--- src/tgeg_pkg.sv ---
// ----------------------------------------------------------------------------
// tgeg_pkg: shared types and constants of the time-gated energy grouper
// Widths of the time and sum registers, item layouts and the particle
// class decode.
// ----------------------------------------------------------------------------
package tgeg_pkg;

	localparam int TIME_BITS   = 48;
	localparam int SUM_BITS    = 40;
	localparam int GATE_BITS   = 20;
	localparam int ENERGY_BITS = 32;
	localparam int CODE_BITS   = 32;
	localparam int START_BITS  = TIME_BITS + 1;
	localparam int NUM_CLASSES = 4;
	localparam int ACC_BITS    = ((SUM_BITS > ENERGY_BITS) ? SUM_BITS : ENERGY_BITS) + 1;

	localparam int IN_FIELD_BITS  = TIME_BITS + ENERGY_BITS + CODE_BITS;
	localparam int IN_DATA_BITS   = ((IN_FIELD_BITS + 7) / 8) * 8;
	localparam int OUT_FIELD_BITS = START_BITS + NUM_CLASSES * SUM_BITS;
	localparam int OUT_DATA_BITS  = ((OUT_FIELD_BITS + 7) / 8) * 8;

	localparam logic [GATE_BITS-1:0] GATE_RESET = GATE_BITS'(100);
	localparam logic [TIME_BITS-1:0] TIME_MAX   = {TIME_BITS{1'b1}};
	localparam logic [SUM_BITS-1:0]  SUM_MAX    = {SUM_BITS{1'b1}};

	localparam logic signed [CODE_BITS-1:0] CODE_PHOTON   = 32'sd22;
	localparam logic signed [CODE_BITS-1:0] CODE_ELECTRON = 32'sd11;
	localparam logic signed [CODE_BITS-1:0] CODE_MINUS_1  = -32'sd1;
	localparam logic signed [CODE_BITS-1:0] CODE_MUON     = 32'sd13;
	localparam logic signed [CODE_BITS-1:0] CODE_ANTIMUON = -32'sd13;
	localparam logic signed [CODE_BITS-1:0] CODE_XE_LOW   = 32'sd1000540000;
	localparam logic signed [CODE_BITS-1:0] CODE_XE_HIGH  = 32'sd1000550000;

	typedef enum logic [1:0] {
		CLS_EM    = 2'd0,
		CLS_MUON  = 2'd1,
		CLS_XENON = 2'd2,
		CLS_OTHER = 2'd3
	} class_t;

	function automatic class_t classify(input logic signed [CODE_BITS-1:0] code);
		class_t cls;
		if (code == CODE_PHOTON || code == CODE_ELECTRON || code == CODE_MINUS_1) begin
			cls = CLS_EM;
		end else if (code == CODE_MUON || code == CODE_ANTIMUON) begin
			cls = CLS_MUON;
		end else if (code > CODE_XE_LOW && code < CODE_XE_HIGH) begin
			cls = CLS_XENON;
		end else begin
			cls = CLS_OTHER;
		end
		return cls;
	endfunction

endpackage

--- src/time_gated_energy_grouper.sv ---
// ----------------------------------------------------------------------------
// time_gated_energy_grouper: groups detector hits into time windows
// Sums hit energy per window in four saturating particle classes and
// emits one item per closed or flushed window that holds energy.
// ----------------------------------------------------------------------------
//  channel | handshake          | payload
//  s_*     | s_tvalid/s_tready  | s_tlast = flush, s_tdata = time, energy, code
//  m_*     | m_tvalid/m_tready  | m_tdata = start, em, muon, xenon, other sums
//  cfg_*   | cfg_valid/cfg_ready| cfg_data = gate width in ns
// An input item is registered, then processed against the window state, and
// its result lands in the output register, at one item per cycle unless the
// output stalls. The output register stalls the input register only while a
// result waits and m_tready is low. Reset clears the window state and loads
// a gate width of 100 ns.
// ----------------------------------------------------------------------------
module time_gated_energy_grouper
	import tgeg_pkg::*;
(
	input  logic                     clk,
	input  logic                     arst_n,
	input  logic                     s_tvalid,
	output logic                     s_tready,
	input  logic [IN_DATA_BITS-1:0]  s_tdata,   // hit_time, hit_energy, particle_code
	input  logic                     s_tlast,   // action: end of event flush
	output logic                     m_tvalid,
	input  logic                     m_tready,
	output logic [OUT_DATA_BITS-1:0] m_tdata,   // window_start, em, muon, xenon, other
	input  logic                     cfg_valid,
	output logic                     cfg_ready,
	input  logic [GATE_BITS-1:0]     cfg_data
);

	logic                        valid_s1;
	logic                        flush_s1;
	logic [TIME_BITS-1:0]        time_s1;
	logic [ENERGY_BITS-1:0]      energy_s1;
	logic signed [CODE_BITS-1:0] code_s1;

	logic [GATE_BITS-1:0] gate_width_q;
	logic [TIME_BITS-1:0] window_end_q;
	logic [SUM_BITS-1:0]  sums_q [NUM_CLASSES];

	logic                     out_valid_q;
	logic [OUT_DATA_BITS-1:0] out_data_q;

	logic                 advance;
	logic                 any_sum;
	logic                 open_win;
	logic                 emit;
	logic [TIME_BITS:0]   end_sum;
	logic [TIME_BITS-1:0] end_next;
	logic [SUM_BITS-1:0]  sums_next [NUM_CLASSES];
	logic [SUM_BITS-1:0]  base_sum;
	logic [ACC_BITS-1:0]  acc;
	logic [START_BITS-1:0] start;
	class_t               cls;

	assign advance   = valid_s1 && (!out_valid_q || m_tready);
	assign s_tready  = !valid_s1 || advance;
	assign cfg_ready = 1'b1;
	assign m_tvalid  = out_valid_q;
	assign m_tdata   = out_data_q;

	always_ff @(posedge clk or negedge arst_n) begin
		if (!arst_n) begin
			valid_s1 <= 1'b0;
		end else if (s_tready) begin
			valid_s1 <= s_tvalid;
		end
	end

	always_ff @(posedge clk) begin
		if (s_tvalid && s_tready) begin
			flush_s1  <= s_tlast;
			time_s1   <= s_tdata[TIME_BITS-1:0];
			energy_s1 <= s_tdata[TIME_BITS+ENERGY_BITS-1:TIME_BITS];
			code_s1   <= s_tdata[IN_FIELD_BITS-1:TIME_BITS+ENERGY_BITS];
		end
	end

	always_comb begin
		any_sum = 1'b0;
		for (int i = 0; i < NUM_CLASSES; i++) begin
			any_sum = any_sum | (sums_q[i] != '0);
		end
		cls      = classify(code_s1);
		open_win = time_s1 > window_end_q;
		end_sum  = {1'b0, time_s1} + (TIME_BITS+1)'(gate_width_q);
		start    = {1'b0, window_end_q} - START_BITS'(gate_width_q);
		end_next = window_end_q;
		emit     = 1'b0;
		base_sum = '0;
		acc      = '0;
		for (int i = 0; i < NUM_CLASSES; i++) begin
			sums_next[i] = sums_q[i];
		end
		if (flush_s1) begin
			emit     = any_sum;
			end_next = '0;
			for (int i = 0; i < NUM_CLASSES; i++) begin
				sums_next[i] = '0;
			end
		end else if (energy_s1 != '0) begin
			if (open_win) begin
				emit     = (window_end_q != '0) && any_sum;
				end_next = end_sum[TIME_BITS] ? TIME_MAX : end_sum[TIME_BITS-1:0];
				for (int i = 0; i < NUM_CLASSES; i++) begin
					sums_next[i] = '0;
				end
			end
			base_sum = open_win ? '0 : sums_q[cls];
			acc      = ACC_BITS'(base_sum) + ACC_BITS'(energy_s1);
			sums_next[cls] = (acc > ACC_BITS'(SUM_MAX)) ? SUM_MAX : acc[SUM_BITS-1:0];
		end
	end

	always_ff @(posedge clk or negedge arst_n) begin
		if (!arst_n) begin
			gate_width_q <= GATE_RESET;
		end else if (cfg_valid && cfg_ready) begin
			gate_width_q <= cfg_data;
		end
	end

	always_ff @(posedge clk or negedge arst_n) begin
		if (!arst_n) begin
			window_end_q <= '0;
			for (int i = 0; i < NUM_CLASSES; i++) begin
				sums_q[i] <= '0;
			end
		end else if (advance) begin
			window_end_q <= end_next;
			for (int i = 0; i < NUM_CLASSES; i++) begin
				sums_q[i] <= sums_next[i];
			end
		end
	end

	always_ff @(posedge clk or negedge arst_n) begin
		if (!arst_n) begin
			out_valid_q <= 1'b0;
		end else if (advance && emit) begin
			out_valid_q <= 1'b1;
		end else if (m_tready) begin
			out_valid_q <= 1'b0;
		end
	end

	always_ff @(posedge clk) begin
		if (advance && emit) begin
			out_data_q <= OUT_DATA_BITS'({sums_q[CLS_OTHER], sums_q[CLS_XENON],
				sums_q[CLS_MUON], sums_q[CLS_EM], start});
		end
	end

endmodule
--- config.mk ---
export PLATFORM = sky130hd
export DESIGN_NAME = time_gated_energy_grouper
export DESIGN_NICKNAME = d
export VERILOG_FILES = /design/src/tgeg_pkg.sv /design/src/time_gated_energy_grouper.sv
export SDC_FILE = /design/constraint.sdc
export NUM_CORES = 1
export LEC_CHECK = 0
export ABC_AREA = 0
export CORE_MARGIN = 3
export CORE_UTILIZATION = 47
export CTS_CLUSTER_SIZE = 14
export DETAILED_ROUTE_END_ITERATION = 10
export DONT_BUFFER_PORTS = 1
export PLACE_DENSITY_LB_ADDON = 0.1
export SLEW_MARGIN = 10
export SYNTH_ARGS = -nofsm -noshare
export SYNTH_HDL_FRONTEND = slang
export SYNTH_SLANG_ARGS = --single-unit
export TNS_END_PERCENT = 1
--- constraint.sdc ---
create_clock -name clk -period 41 [get_ports clk]
set_input_delay 4.1 -clock clk [delete_from_list [all_inputs] [get_ports clk]]
set_output_delay 4.1 -clock clk [all_outputs]
set_load 0.05 [all_outputs]
==> results of run 1 <==
## cell usage in the layout, fill, tap and decap left out, types with 10 or more instances in the layout
master and count:
a21o_1 42, nor2_1 119, o21ai_0 187, o211ai_1 15, a31oi_1 11, nor4_1 75, and2_1 10, nand2_1 274
buf_4 25, or3_1 16, nand4_1 50, o21ai_1 17, a221oi_1 16, xnor2_1 86, o21a_1 21, nor3_1 39
a222oi_1 34, o31ai_1 29, inv_1 94, xor2_1 28, edfxtp_1 322, a22o_1 21, clkinv_2 15, clkbuf_16 58
o21bai_1 12, a211oi_1 12, or2_2 14, and3_1 15, dfrtp_1 227, nor2b_1 12, ha_1 120, a21oi_1 109
nand3_1 35
## routing by layer
metal / global-route usage / vias up / wire length, um
li1: - / 8536 / -
met1: 0.384 / 9368 / 35200
met2: 0.380 / 852 / 34000
met3: 0.0678 / 134 / 6840
met4: 0.0776 / 2 / 2220
met5: 0 / - / 13
## per-stage QoR
step / area (um^2) / utilization / setup WS [ns] / std cells / hold slack (ns)
2_1_floorplan: 26200 / - / 20.47 / 2298 / 0.449
3_3_place_gp: 27000 / 0.495 / 32.22 / 2956 / 0.467
3_5_place_dp: 27000 / 0.495 / 32.24 / 2956 / 0.467
4_1_cts: 28800 / 0.530 / 32.23 / 3063 / 0.481
5_1_grt: 28900 / 0.530 / 32.20 / 3066 / 0.522
6_report: 28900 / 0.530 / 32.23 / 3066 / 0.476
## power breakdown
| part | internal [uW] | switching [uW] |
|---|---|---|
| Clock | 296 | 227 |
| Combinational | 206 | 410 |
| Sequential | 755 | 330 |
| Total | 1260 | 966 |
## registers in the layout, summed over array words and instances, names as in the netlist
| name | cells |
|---|---|
| m_tdata | 209 |
| sums_q | 160 |
| time_s1 | 48 |
| valid_s1 | 1 |
| window_end_q | 48 |
| m_tvalid | 1 |
| code_s1 | 32 |
| energy_s1 | 32 |
| flush_s1 | 1 |
| gate_width_q | 20 |
## cell type report
type,count,area [um^2]
Clock inverter,39,372
Multi-Input combinational cell,1546,10100
Fill cell,4712,25600
Inverter,94,353
Antenna cell,3,7.51
Tap cell,739,925
Clock buffer,68,1510
Sequential cell,552,15400
Timing Repair Buffer,25,188
## cells by family after synthesis
logic type	synth area share
simple gates	0.131
compound gates	0.149
flops	0.590
buf+inv	0.0306
fa+ha+maj	0.0597
xor+xnor	0.0382
mux	0.00158
other cells	0.000287
## final timing paths
| kind | startpoint | endpoint | slack, ns | cells past startpoint |
|---|---|---|---|---|
| max | m_tready | s_tready | 32.23 | 2 |
| min | window_end_q[44]$_DFFE_PN0P_ | window_end_q[44]$_DFFE_PN0P_ | 0.48 | 2 |
| max reg2reg | window_end_q[14]$_DFFE_PN0P_ | sums_q[124]$_DFFE_PN0P_ | 33.22 | 22 |
| min reg2reg | window_end_q[44]$_DFFE_PN0P_ | window_end_q[44]$_DFFE_PN0P_ | 0.48 | 2 |
| max in group asynchronous | arst_n | sums_q[93]$_DFFE_PN0P_ | 37.39 | 0 |
| min in group asynchronous | arst_n | window_end_q[32]$_DFFE_PN0P_ | 3.19 | 0 |
==> flow_summary_export.csv, run 1 <==
group,metric,value,unit
die,die_x,242,um
worst_setup_path,cp_top_family,"simple AND/OR/NAND/NOR gates",
synth,yosys_warnings,0,
sta,rsz0062_at_grt,"false",
detailed_routing,via_count,18900,
detailed_routing,wire_per_inst,25.5,um
power,worst_ir_drop_vdd,0.0000414,V
power,leakage,0.0114,uW
clock_network,postCtsHoldBufs,0,
sta,finalSetupViolations,0,
global_routing,first_global_vias,18100,
synth,syn_inst,2292,
sta,fin_crit_sh,0.214,
global_routing,grt_pass1_wl,117,mm
detailed_routing,final_antenna_net_count,0,
sta,hold_viol,0,
synth,synth.avg_cell_area,11.4,um^2
synth,synth_edf_count,322,
clock_network,cts_buffer_depth,3,
worst_setup_path,crit_type,"in2out",
die,start_util,0.481,
sta,slew_headroom,0.161,
synth,syn-cell-area,26200,um^2
clock_network,cts_resized,0,
clock_network,clk_latency,0.63,ns
sta,clock_skew,0.0158,ns
synth,synthArstFlopShare,0.417,
synth,ys.flop_type,"edfxtp_1",
run_status,status,"finished, final reports clean",
run,cap_violations,0,
global_routing,antenna_found_initial,4,
clock_network,path_clk_slew,0.06,ns
worst_setup_path,worstPathMaxFanout,3,
clock_network,post-cts-setup-buffers,0,
hold_path,worstHoldPathType,"reg2reg",
power,power.density,77.1,nW/um^2
placement,routabilityCongestion,0.994,
layout,nNetsFinal,2537,
die,io_pins,357,
clock_network,cts_tree,"built",
die,rows,85,
die,die_h,242,um
synth,synth_top_area_share,0.370,
placement,dp_hpwl,54.4,mm
worst_setup_path,cp-start-kind,"primary input",
synth,yosysSeqAreaShare,0.590,
synth,ys_seq_elements,552,
detailed_routing,dr.pass1.iters,8,
global_routing,grt_overflow,0,
worst_setup_path,crit_path_max_incr_delay,0.38,ns
die,die_area,58500,um^2
sta,worstMarginPinSlew,1.25,ns
clock_network,htreeDepth,2,
detailed_routing,totalWireLength,78.3,mm
layout,drive_gt1_frac,0.0727,
layout,syn2layout_area_growth,10.3,%
clock_network,clock-sinks,552,
synth,ys_top_cells_by_area,"edfxtp_1 37%, dfrtp_1 22%, ha_1 5.7%, nand2_1 4.0%, o21ai_0 3.6%",
detailed_routing,drc,0,
worst_setup_path,critPathSlowestCell,"nand2_1",
sta,max_freq,114,MHz
worst_setup_path,worstPathCellList,"nor2b_1 -> nand2_1",
worst_setup_path,worstPathArrival,4.67,ns
detailed_routing,drt_iter0_markers,2086,
die,placeableCoreArea,54500,um^2
synth,synthMostInstantiatedCell,"edfxtp_1",
sta,final_max_slew_viol_count,0,
synth,synth.distinct_cells,86,
worst_setup_path,cp_num_buf_inv,0,
worst_setup_path,cp.required,36.90,ns
clock_network,root_buffer,"clkbuf_16",
power,p_total,2220,uW
global_routing,grt_util_all_layers,0.260,
clock_network,cts_inserted_buffers,57,
synth,yosysTopAreaCell,"edfxtp_1",
detailed_routing,vias_per_cell,6.16,
worst_setup_path,critPathCaptureType,"primary output",
placement,io_buffers,0,
sta,period_minus_slack,8.77,ns
global_routing,grt_max_degree,231,
sta,finalSetupTns,0,ns
synth,synth_commonest_cells,"322 x edfxtp_1, 277 x nand2_1, 227 x dfrtp_1, 188 x o21ai_0, 120 x ha_1",
Power figures use the tool's default switching activity.
==> inputs of run 2 (changes only) <==
--- a/config.mk
+++ b/config.mk
@@ -5,7 +5,7 @@
 export SDC_FILE = /design/constraint.sdc
 export NUM_CORES = 1
 export LEC_CHECK = 0
-export ABC_AREA = 0
+export ABC_AREA = 1
 export CORE_MARGIN = 3
 export CORE_UTILIZATION = 47
 export CTS_CLUSTER_SIZE = 14
==> constraint.sdc (replaced) <==
create_clock -name clk -period 7.5 [get_ports clk]
set_input_delay 0.75 -clock clk [delete_from_list [all_inputs] [get_ports clk]]
set_output_delay 0.75 -clock clk [all_outputs]
set_load 0.05 [all_outputs]
==> run 2 against run 1 <==
Compared with the run above: total power grew to 5.6 times the previous value; largest power group unchanged; sequential share of layout area is 2.6 points lower; core utilization fell by 0.62 points; sequential cell count stayed put; final cell count rose by 22%; final area increased by 5.1%; clock-buffer cell count is 1 higher; via count increased by 14%; global-route usage increased by 1.5 points; synthesized cell count is 27% higher.
==> flow_summary_export.csv, run 2 <==
group,metric,value,unit
worst_setup_path,cp_common_cell,"nand2_1",
placement,place_area,28400,um^2
worst_setup_path,cp.required,8.04,ns
sta,max_freq,165,MHz
die,io_pins,357,
die,start_util,0.477,
layout,nNetsFinal,3178,
clock_network,cts_buffer_depth,3,
clock_network,cts_tree,"built",
sta,worstMarginPinSlew,1.28,ns
synth,synthMostInstantiatedCell,"nand2_1",
detailed_routing,dr.pass1.iters,6,
clock_network,clock-sinks,552,
global_routing,grt_util_all_layers,0.275,
sta,hold_viol,0,
sta,period_minus_slack,6.06,ns
layout,fillers,5346,
global_routing,grt_overflow,0,
synth,synth_top_area_share,0.350,
run,cap_violations,0,
power,seqPwrFrac,0.481,
sta,rsz0062_at_grt,"false",
synth,ys_seq_elements,552,
sta,slew_headroom,0.148,
synth,yosys_warnings,0,
clock_network,htreeDepth,2,
power,p_clk_frac,0.227,
worst_setup_path,crit_path_max_incr_delay,0.72,ns
worst_setup_path,critPathCaptureType,"flip-flop",
placement,routabilityCongestion,1.02,
layout,regArea,15400,um^2
detailed_routing,via_count,21600,
power,internal_power,6790,uW
worst_setup_path,worstPathArrival,6.59,ns
worst_setup_path,crit_type,"reg2reg",
worst_setup_path,r2r_start,"code_s1[30]$_DFFE_PP_",
synth,synth.avg_cell_area,9.49,um^2
power,power.density,408,nW/um^2
die,placeableCoreArea,57900,um^2
global_routing,first_global_vias,21100,
layout,largest_reg_flops,209,
layout,final_common_cell,"nand2_1",
power,worst_ir_drop_vdd,0.000247,V
clock_network,clk_latency,0.63,ns
worst_setup_path,cp-start-kind,"flip-flop",
sta,finalSetupTns,0,ns
clock_network,root_buffer,"clkbuf_16",
power,combPwrFrac,0.291,
detailed_routing,vias_per_cell,5.78,
synth,syn_inst,2909,
synth,synth_commonest_cells,"679 x nand2_1, 322 x edfxtp_1, 299 x inv_1, 227 x dfrtp_1, 216 x nor2_1",
layout,layout_common_cells,"679 x nand2_1, 322 x edfxtp_1, 298 x inv_1",
placement,dp_hpwl,62.5,mm
worst_setup_path,critPathSlowestCell,"inv_2",
die,die_h,248,um
synth,syn-cell-area,27600,um^2
synth,synthArstFlopShare,0.417,
detailed_routing,wire_per_inst,23.2,um
synth,yosysSeqAreaShare,0.559,
placement,io_buffers,0,
synth,ys_top_cells_by_area,"edfxtp_1 35%, dfrtp_1 21%, nand2_1 9.2%, ha_1 5.4%, inv_1 4.1%",
die,rows,88,
power,switchingPower,5590,uW
synth,yosysTopAreaCell,"edfxtp_1",
global_routing,grt_max_degree,228,
layout,drive_gt1_frac,0.0769,
die,die_x,248,um
power,leakage,0.0133,uW
clock_network,path_clk_slew,0.06,ns
clock_network,cts_resized,0,
sta,final_max_slew_viol_count,0,
power,sw_frac_of_total,0.452,
sta,finalSetupViolations,0,
worst_setup_path,setup.worst_path.start,"code_s1[30]$_DFFE_PP_",
sta,fin_crit_sh,0.807,
synth,synth.distinct_cells,52,
detailed_routing,final_antenna_net_count,0,
synth,synth_edf_count,322,
synth,ys.flop_type,"edfxtp_1",
detailed_routing,drt_iter0_markers,2074,
global_routing,grt_pass1_wl,129,mm
worst_setup_path,worstPathMaxFanout,40,
detailed_routing,drc,0,
layout,syn2layout_area_growth,9.88,%
die,die_area,61700,um^2
power,p_total,12400,uW
sta,clock_skew,0.0228,ns
layout,multi_input_area,10600,um^2
hold_path,worstHoldPathType,"in2async",
layout,fin_area,30300,um^2
clock_network,cts_inserted_buffers,56,
detailed_routing,totalWireLength,86.7,mm
global_routing,antenna_found_initial,8,
run_status,status,"finished, final reports clean",
[run 2: cell count changes after synthesis, moves of 36 or more]
cell and change:
nand2_1 +402, inv_1 +205, o21ai_1 +125, nor2_1 +97
o21ai_0 -68, nand3_1 +54, xnor2_1 -53, inv_2 +41
nand2_2 +40, xor2_1 +36
[run 2: per-stage QoR]
step / hold WS [ns] / setup WS, ns / util / instances
global route: 0.0872 / 0.912 / 0.524 / 3732
global placement: 0.432 / 1.58 / 0.491 / 3621
detailed placement: 0.434 / 1.51 / 0.491 / 3621
finish: 0.0268 / 1.44 / 0.524 / 3736
floorplan: 0.425 / 0.0166 / - / 2915
CTS: 0.172 / 1.50 / 0.523 / 3729
[run 2: logic make-up after synthesis]
group           synth area share
other cells             0.000272
fa+ha+maj                 0.0566
buf+inv                   0.0595
xor+xnor                  0.0308
flops                      0.559
compound gates             0.103
mux                     0.000408
simple gates               0.190
[run 2: what timing repair did]
item | CTS | global route
endpoints found under the hold margin | 227 | 0
hold buffers | 2 | 0
endpoints found under the setup margin | 0 | 0
buffers inserted | 0 | 0
[run 2: worst paths after layout]
| check | end | slack [ns] | cells past startpoint |
|---|---|---|---|
| hold reg to reg | m_tdata[175]$_DFFE_PP_ | 0.45 | 0 |
| min in group clk | gate_width_q[5]$_DFFE_PN1P_ | 0.21 | 1 |
| setup reg to reg | sums_q[100]$_DFFE_PN0P_ | 1.44 | 29 |
| setup / recovery | sums_q[100]$_DFFE_PN0P_ | 1.44 | 29 |
| max in group asynchronous | sums_q[150]$_DFFE_PN0P_ | 6.39 | 2 |
| hold / removal | gate_width_q[11]$_DFFE_PN0P_ | 0.03 | 1 |
[run 2: cell type report]
| type | instances | share of cell area |
|---|---|---|
| diodes | 6 | 0.000495 |
| clock buffers | 69 | 0.0495 |
| clock inverters | 37 | 0.0112 |
| inverters | 340 | 0.0422 |
| multi-input cells | 1948 | 0.350 |
| flip-flops and latches | 552 | 0.509 |
| well taps | 765 | 0.0316 |
| repair buffers | 19 | 0.00652 |
[run 2: layer usage]
layer,routed length [um],GRT usage,vias up
met4,3380,0.103,12
met5,81,0,-
met1,34700,0.354,10400
met3,6660,0.0523,205
met2,41800,0.465,1068
li1,-,-,9901
[run 2: power groups by stage]
stage	Combinational [uW]	Clock, uW	Sequential, uW
floorplan	2510	0	5880
CTS	3580	2870	5970
global placement	3480	0	6010
detailed placement	3520	0	6010
global route	3980	2990	6020
finish	3610	2810	5960
[run 2: worst max-delay path, delay by kind of cell (launching register included)]
family | cells | cell delay [ns]
buffers and inverters | 5 | 1.02
adders and majority gates | 2 | 0.52
DFF | 1 | 0.44
and+or+nand+nor | 17 | 3.12
AOI/OAI and AO/OA | 5 | 0.80
